**config.mk**
```make
export PLATFORM = sky130hd
export DESIGN_NAME = priority_ready_queue_top
export DESIGN_NICKNAME = d
export VERILOG_FILES = /design/src/hw/rtl/prq_pkg.sv /design/src/hw/rtl/prq_cell.sv /design/src/hw/rtl/priority_ready_queue_top.sv
export SDC_FILE = /design/constraint.sdc
export NUM_CORES = 2
export LEC_CHECK = 0
export ABC_CLOCK_PERIOD_IN_PS = 14950
export BUFFER_PORTS_ARGS = -buffer_cell sky130_fd_sc_hd__buf_2
export CELL_PAD_IN_SITES_DETAIL_PLACEMENT = 0
export CELL_PAD_IN_SITES_GLOBAL_PLACEMENT = 1
export CORE_MARGIN = 8
export CORE_UTILIZATION = 25
export CTS_BUF_LIST = sky130_fd_sc_hd__clkbuf_4 sky130_fd_sc_hd__clkbuf_8 sky130_fd_sc_hd__clkbuf_16
export DETAILED_ROUTE_END_ITERATION = 8
export PLACE_DENSITY_LB_ADDON = 0.2
export SLEW_MARGIN = 20
export SYNTH_ARGS = -nofsm -noshare
export SYNTH_HDL_FRONTEND = slang
export SYNTH_SLANG_ARGS = --single-unit
```
**constraint.sdc**
```tcl
create_clock -name clk -period 14.95 [get_ports clk]
set_input_delay 2.99 -clock clk [delete_from_list [all_inputs] [get_ports clk]]
set_output_delay 2.99 -clock clk [all_outputs]
set_load 0.02 [all_outputs]
```
**src/hw/rtl/prq_pkg.sv**
```systemverilog
// ----------------------------------------------------------------------------
// Priority ready queue package
// Shared entry type, command and status codes, and per-cell control.
// ----------------------------------------------------------------------------
package prq_pkg;

  // Fixed field widths of one item.
  localparam int unsigned CMD_W      = 2;
  localparam int unsigned ID_W       = 4;
  localparam int unsigned PRIO_W     = 8;
  localparam int unsigned DEADLINE_W = 32;
  localparam int unsigned COUNT_W    = 5;
  localparam int unsigned STATUS_W   = 2;

  // Command codes. Any other code behaves as a query.
  localparam logic [CMD_W-1:0] CMD_INSERT = 2'd0;
  localparam logic [CMD_W-1:0] CMD_REMOVE = 2'd1;
  localparam logic [CMD_W-1:0] CMD_QUERY  = 2'd2;

  // Status codes.
  localparam logic [STATUS_W-1:0] STATUS_OK        = 2'd0;
  localparam logic [STATUS_W-1:0] STATUS_FULL      = 2'd1;
  localparam logic [STATUS_W-1:0] STATUS_NOT_FOUND = 2'd2;

  // One stored task entry.
  typedef struct packed {
    logic [ID_W-1:0]       id;
    logic [PRIO_W-1:0]     prio;
    logic [PRIO_W-1:0]     ceil;
    logic                  elev;
    logic [DEADLINE_W-1:0] deadline;
  } prq_entry_t;

  // Operation that every cell of the chain applies in the same cycle.
  typedef struct packed {
    logic insert;
    logic remove;
  } prq_ctl_t;

endpackage

```
**src/hw/rtl/prq_cell.sv**
```systemverilog
// ----------------------------------------------------------------------------
// Priority ready queue cell
// Holds one queue slot, tests it against the operation's item, and shifts
// toward the tail on insert or toward the head on remove.
// ----------------------------------------------------------------------------
module prq_cell
  import prq_pkg::*;
(
  input  logic       clk,
  input  logic       rst,
  input  prq_ctl_t   ctl,
  input  prq_entry_t new_entry,
  input  prq_entry_t prev_entry,
  input  logic       prev_valid,
  input  prq_entry_t next_entry,
  input  logic       next_valid,
  input  logic       found_in,
  output logic       found_out,
  output prq_entry_t entry,
  output logic       valid
);

  logic goes_before;
  logic hit;

  // Ordering test: the new item goes in front of this slot.
  always_comb begin
    goes_before = (entry.elev && (entry.ceil < new_entry.prio))
               || (new_entry.elev && (entry.prio < new_entry.ceil))
               || (entry.prio < new_entry.prio)
               || (new_entry.deadline < entry.deadline);
  end

  // An empty slot always takes an insert; a remove needs a matching id.
  always_comb begin
    if (ctl.insert) begin
      hit = !valid || goes_before;
    end else if (ctl.remove) begin
      hit = valid && (entry.id == new_entry.id);
    end else begin
      hit = 1'b0;
    end
  end

  // The first hit along the chain marks the insert or removal point.
  assign found_out = found_in || hit;

  // Valid flag of the slot.
  always_ff @(posedge clk) begin
    if (rst) begin
      valid <= 1'b0;
    end else if (ctl.insert) begin
      if (found_in) begin
        valid <= prev_valid;
      end else if (hit) begin
        valid <= 1'b1;
      end
    end else if (ctl.remove && found_out) begin
      valid <= next_valid;
    end
  end

  // Stored entry; no reset needed.
  always_ff @(posedge clk) begin
    if (ctl.insert) begin
      if (found_in) begin
        entry <= prev_entry;
      end else if (hit) begin
        entry <= new_entry;
      end
    end else if (ctl.remove && found_out) begin
      entry <= next_entry;
    end
  end

endmodule

```
**src/hw/rtl/priority_ready_queue_top.sv**
```systemverilog
// ----------------------------------------------------------------------------
// Priority ready queue top level
// Ordered task queue built from a row of slot cells.
// ----------------------------------------------------------------------------
// Each item goes through these steps from acceptance to its result: the
// command is captured, every cell tests its slot in parallel and the whole
// row shifts at once along the hit chain, and the new head is presented.
// The input is ready again once the result is in the output register, so
// the queue takes no new item before the last one has its result. The queue
// is empty after reset; entries are ordered by the ceiling, priority and
// deadline tests, an insert into a full queue is dropped with status 1, and
// a remove of an id not present gives status 2.
// ----------------------------------------------------------------------------
module priority_ready_queue_top
  import prq_pkg::*;
#(
  parameter int unsigned MAX_TASKS = 16
) (
  input  logic                  clk,
  input  logic                  rst,
  input  logic                  in_valid,
  output logic                  in_ready,
  input  logic [CMD_W-1:0]      command,
  input  logic [ID_W-1:0]       task_id,
  input  logic [PRIO_W-1:0]     priority_req,
  input  logic [PRIO_W-1:0]     ceiling,
  input  logic                  elevated,
  input  logic [DEADLINE_W-1:0] deadline,
  output logic                  out_valid,
  input  logic                  out_ready,
  output logic [ID_W-1:0]       head_task_id,
  output logic                  head_valid,
  output logic [COUNT_W-1:0]    entry_count,
  output logic [STATUS_W-1:0]   status
);

  localparam int unsigned CNT_W = $clog2(MAX_TASKS + 1);

  typedef enum logic [2:0] {
    S_IDLE   = 3'b001,
    S_EXEC   = 3'b010,
    S_REPORT = 3'b100
  } state_t;

  state_t                state, state_next;
  logic [CMD_W-1:0]      op_cmd;
  prq_entry_t            op_entry;
  logic [CNT_W-1:0]      count;
  logic [STATUS_W-1:0]   op_status;
  prq_ctl_t              ctl;
  logic                  full;

  prq_entry_t            cell_entry [MAX_TASKS];
  logic [MAX_TASKS-1:0]  cell_valid;
  logic [MAX_TASKS:0]    found;

  assign in_ready = (state == S_IDLE);
  assign full     = (count == CNT_W'(MAX_TASKS));

  // Control sequence.
  always_comb begin
    state_next = state;
    unique case (state)
      S_IDLE: begin
        if (in_valid) begin
          state_next = S_EXEC;
        end
      end
      S_EXEC: begin
        state_next = S_REPORT;
      end
      S_REPORT: begin
        if (!out_valid || out_ready) begin
          state_next = S_IDLE;
        end
      end
      default: begin
        state_next = S_IDLE;
      end
    endcase
  end

  always_ff @(posedge clk) begin
    if (rst) begin
      state <= S_IDLE;
    end else begin
      state <= state_next;
    end
  end

  // Capture the accepted item.
  always_ff @(posedge clk) begin
    if (in_valid && in_ready) begin
      op_cmd            <= command;
      op_entry.id       <= task_id;
      op_entry.prio     <= priority_req;
      op_entry.ceil     <= ceiling;
      op_entry.elev     <= elevated;
      op_entry.deadline <= deadline;
    end
  end

  // Operation broadcast to the cells; a full queue ignores inserts.
  always_comb begin
    ctl.insert = (state == S_EXEC) && (op_cmd == CMD_INSERT) && !full;
    ctl.remove = (state == S_EXEC) && (op_cmd == CMD_REMOVE);
  end

  // Row of slot cells linked by the hit chain.
  assign found[0] = 1'b0;

  for (genvar i = 0; i < MAX_TASKS; i++) begin : g_cell
    prq_entry_t p_entry, n_entry;
    logic       p_valid, n_valid;

    if (i == 0) begin : g_first
      assign p_entry = op_entry;
      assign p_valid = 1'b0;
    end else begin : g_mid
      assign p_entry = cell_entry[i-1];
      assign p_valid = cell_valid[i-1];
    end

    if (i == MAX_TASKS - 1) begin : g_last
      assign n_entry = op_entry;
      assign n_valid = 1'b0;
    end else begin : g_inner
      assign n_entry = cell_entry[i+1];
      assign n_valid = cell_valid[i+1];
    end

    prq_cell u_cell (
      .clk        (clk),
      .rst        (rst),
      .ctl        (ctl),
      .new_entry  (op_entry),
      .prev_entry (p_entry),
      .prev_valid (p_valid),
      .next_entry (n_entry),
      .next_valid (n_valid),
      .found_in   (found[i]),
      .found_out  (found[i+1]),
      .entry      (cell_entry[i]),
      .valid      (cell_valid[i])
    );
  end

  // Entry count and status of the operation.
  always_ff @(posedge clk) begin
    if (rst) begin
      count     <= '0;
      op_status <= STATUS_OK;
    end else if (state == S_EXEC) begin
      op_status <= STATUS_OK;
      case (op_cmd)
        CMD_INSERT: begin
          if (full) begin
            op_status <= STATUS_FULL;
          end else begin
            count <= count + CNT_W'(1);
          end
        end
        CMD_REMOVE: begin
          if (found[MAX_TASKS]) begin
            count <= count - CNT_W'(1);
          end else begin
            op_status <= STATUS_NOT_FOUND;
          end
        end
        default: begin
          op_status <= STATUS_OK;
        end
      endcase
    end
  end

  // Result register, loaded once the row has settled.
  always_ff @(posedge clk) begin
    if (rst) begin
      out_valid <= 1'b0;
    end else if ((state == S_REPORT) && (!out_valid || out_ready)) begin
      out_valid <= 1'b1;
    end else if (out_ready) begin
      out_valid <= 1'b0;
    end
  end

  always_ff @(posedge clk) begin
    if ((state == S_REPORT) && (!out_valid || out_ready)) begin
      head_task_id <= cell_valid[0] ? cell_entry[0].id : '0;
      head_valid   <= cell_valid[0];
      entry_count  <= COUNT_W'(count);
      status       <= op_status;
    end
  end

endmodule

```
==> results.sh <==
export IMPL_status="completed"
export IMPL_final_hold_worst_slack_ps=434
export IMPL_post_route_min_period_ps=8790
export IMPL_worstSetupEndpoint="g_cell[10].u_cell.entry[0]"
export IMPL_area_growth_syn_to_layout_pct=13.0
export IMPL_setup_worst_path_start="count[1]"
export IMPL_worstMarginPinSlew_ps=1260
export IMPL_gr_usage_all_layers_pct=18.5
export IMPL_nets=7629
export IMPL_hpwlAfterDp_um=185000
export IMPL_gp_routability_congestion=0.837
export IMPL_drt_initial_drc_count=4935
export IMPL_count_of_cells_resized_by_post_cts_repair=0
export IMPL_yosysSeqAreaShare_pct=42.0
export IMPL_worstReg2RegEnd="g_cell[10].u_cell.entry[0]"
export IMPL_synth_most_common_cell="edfxtp_1"
export IMPL_numCtsBuffers=135
export IMPL_worstPathMaxFanout=226
export IMPL_grtUsageMet1_pct=26.2
export IMPL_final_area_mm2=0.0754
export IMPL_dr_pass1_iters=6
export IMPL_drt_wl_total_um=272000
export IMPL_cts_tree="built"
export IMPL_number_of_failing_hold_endpoints_at_the_final_stage=0
export IMPL_pin_count_of_the_biggest_net_entering_global_routing=227
export IMPL_setup_reg_to_reg_worst_slack_ps=6160
export IMPL_globalRouteMet2Util_pct=29.6
export IMPL_tritoncts_num_sinks=942
export IMPL_routed_via_count=54200
export IMPL_synth_yosys_warnings=0
export IMPL_final_min_period_over_clock_period_pct=58.8
export IMPL_design_die_area_mm2=0.283
export IMPL_ctsHoldBuffers=0
export IMPL_crit_path_end_kind="register"
export IMPL_synthFlopType="edfxtp_1"
export IMPL_first_pass_grt_wire_length_um=392000
export IMPL_rsz_0062_raised_after_global_routing="false"
export IMPL_worst_skew_pair_late_latency_ps=820
export IMPL_grt_busiest_layer="met2"
export IMPL_netlist_area_mm2=0.0667
export IMPL_syn_area_per_cell_um2=9.78
export IMPL_post_route_drc_count=0
export IMPL_timing_setup_critical_path_class="reg -> reg"
export IMPL_worst_ep_arrival_time_ps=9330
export IMPL_number_of_instances_in_the_synthesized_netlist=6818
export IMPL_antenna_found_initial=15
export IMPL_worst_r2r_cell_count=16
export IMPL_antenna_violating_nets_post_route=0
export IMPL_synth_async_sr_flop_share_pct=0
export IMPL_post_synth_most_frequent_cells="edfxtp_1 (915), ha_1 (835), nand2_1 (740), o21ai_0 (721), inv_1 (551)"
export IMPL_clkSlewWorstSetupHoldPaths_ps=60
export IMPL_finalSetupViolations=0
export IMPL_initial_core_utilization_pct=25.1
export IMPL_floorplan_core_area_mm2=0.265
export IMPL_skew_ps=44.6
export IMPL_synth_distinct_cells=82
export IMPL_highest_clock_rate_mhz=114
export IMPL_global_route_overflow_total=0
export IMPL_grt_util_met3_pct=2.38
export IMPL_power_per_cell_area_mw_per_mm2=102
export IMPL_vias_per_cell=5.23
export IMPL_io_buffers=72
export IMPL_cap_violations=0
export IMPL_chipHeight_um=532
export IMPL_root_buffer="clkbuf_16"
export IMPL_ys_seq_elements=942
export IMPL_drive_gt1_share_pct=8.45
export IMPL_die_width_um=532
export IMPL_ir_worst_vdd_mv=0.115
export IMPL_placementRows=189
export IMPL_mappedNetlistNets=7713
export IMPL_cp_start_kind="register"
export IMPL_ios=73
export IMPL_dpl_cell_area_mm2=0.0711
export IMPL_worst_ep_required_time_ps=15490
export IMPL_synth_top_cell_area_share_pct=41.2
export IMPL_reg2reg_launch_point="count[1]"
export IMPL_timing_setup_tns_ps=0
export IMPL_p_leak_nw=31.2
export IMPL_synth_area_leaders="edfxtp_1 (41%), ha_1 (16%), o21ai_0 (5.4%)"
export IMPL_first_global_vias=53500
export IMPL_worstHoldPathType="reg -> reg"
export IMPL_cts_max_level=4
export IMPL_ctsLongestPathBuffers=3
export IMPL_number_of_enable_type_register_cells_in_the_synthesized_netlist=915
export IMPL_routed_wire_length_per_instance_um=26.2
export IMPL_synth_largest_area_cell="edfxtp_1"
export IMPL_maxSlewHeadroom_pct=15.6
export IMPL_postCtsSetupRepairBufs=0
export IMPL_maxSlewViolCount=0
==> logic make-up (layout without fill, tap and decap cells) <==
group	after synthesis	in the layout	synth area share (%)
AOI/OAI and AO/OA	1877	1877	18.0
xor gates and xnor gates	66	66	0.867
adders and majority gates	836	836	15.7
buffers and inverters	999	1020	5.75
DFF	942	942	42.0
muxes	386	386	5.90
other	0	3	0
and+or+nand+nor	1712	1712	11.8
==> critical path, stage by stage (launching register included) <==
cell and delay [ps]:
dfxtp_1 370, nor4_1 690, a2111o_2 450, buf_4 450, buf_12 620, o21ai_1 420, buf_4 300, and4b_1 320
a2111oi_4 520, and3_4 670, inv_4 440, nor3_4 300, buf_4 600, buf_12 570, buf_4 830, a311oi_1 200
a221o_1 300
==> through the flow <==
step / power (mW) / instances / setup slack (ps) / utilization (%)
2_1_floorplan: 4.00 / 6818 / 9370 / -
3_3_place_gp: 4.53 / 10100 / 5590 / 26.8
5_1_grt: 8.02 / 10400 / 5820 / 28.4
3_5_place_dp: 4.55 / 10100 / 6120 / 26.8
6_report: 7.70 / 10400 / 6160 / 28.4
4_1_cts: 7.80 / 10400 / 6120 / 28.4
==> cell type report <==
class                           instances  area, um^2
Multi-Input combinational cell       4877       35000
Inverter                              554        2100
Antenna cell                            3        7.51
Tap cell                             3533        4420
Timing Repair Buffer                  224        1540
Clock buffer                          165        3630
Sequential cell                       942       28000
Clock inverter                         77         643
Fill cell                           27900      190000
==> registers in the layout, indices dropped and copies added, names as in the netlist <==
register,flops
g_cell.u_cell.valid,16
state,3
g_cell.u_cell.entry,848
head_valid,1
head_task_id,4
op_cmd,2
count,5
out_valid,1
g_cell.p_entry,53
op_status,2
status,2
entry_count,5
==> worst min path at each step <==
stage                            start        end  slack (ps)  cells after the start
after global routing      op_status[0]  status[0]         460                      0
after floorplan           op_status[0]  status[0]         410                      0
after detailed placement  op_status[0]  status[0]         420                      0
final                     op_status[0]  status[0]         430                      0
after CTS                 op_status[0]  status[0]         440                      0
after global placement    op_status[0]  status[0]         430                      0
==> layout by cell type, fill, tap and decap left out, types with 35 or more instances in the layout <==
master and instances:
ha_1 835, a31oi_1 174, or3_1 37, mux2i_1 329, buf_2 72, nand2b_1 55, nor2_1 356, a2111oi_0 35
o311ai_0 35, o221ai_1 73, mux2_2 56, a211oi_1 56, a41oi_1 36, nand3_1 208, nand4_1 75, nor2b_1 39
nand2_1 735, a21o_1 93, a31o_2 35, inv_1 544, o21ai_0 719, a311o_1 52, a21oi_1 300, buf_4 149
clkbuf_16 136, edfxtp_1 915, o21a_1 35, and4_1 35, nor3_1 41, a22oi_1 36, a221o_1 63
==> per-layer routing <==
| layer | wire, um | part of all wire, % |
|---|---|---|
| met4 | 6660 | 2.4 |
| met1 | 129000 | 47 |
| met5 | 13 | 0.0048 |
| met3 | 13000 | 4.8 |
| met2 | 123000 | 45 |
==> power by group <==
| group | total (mW) | internal [mW] | switching, mW |
|---|---|---|---|
| clock network | 3.21 | 1.82 | 1.38 |
| registers | 3.20 | 3.08 | 0.124 |
| logic | 1.29 | 0.425 | 0.867 |
| total | 7.70 | 5.33 | 2.37 |
Power figures use the tool's default switching activity.
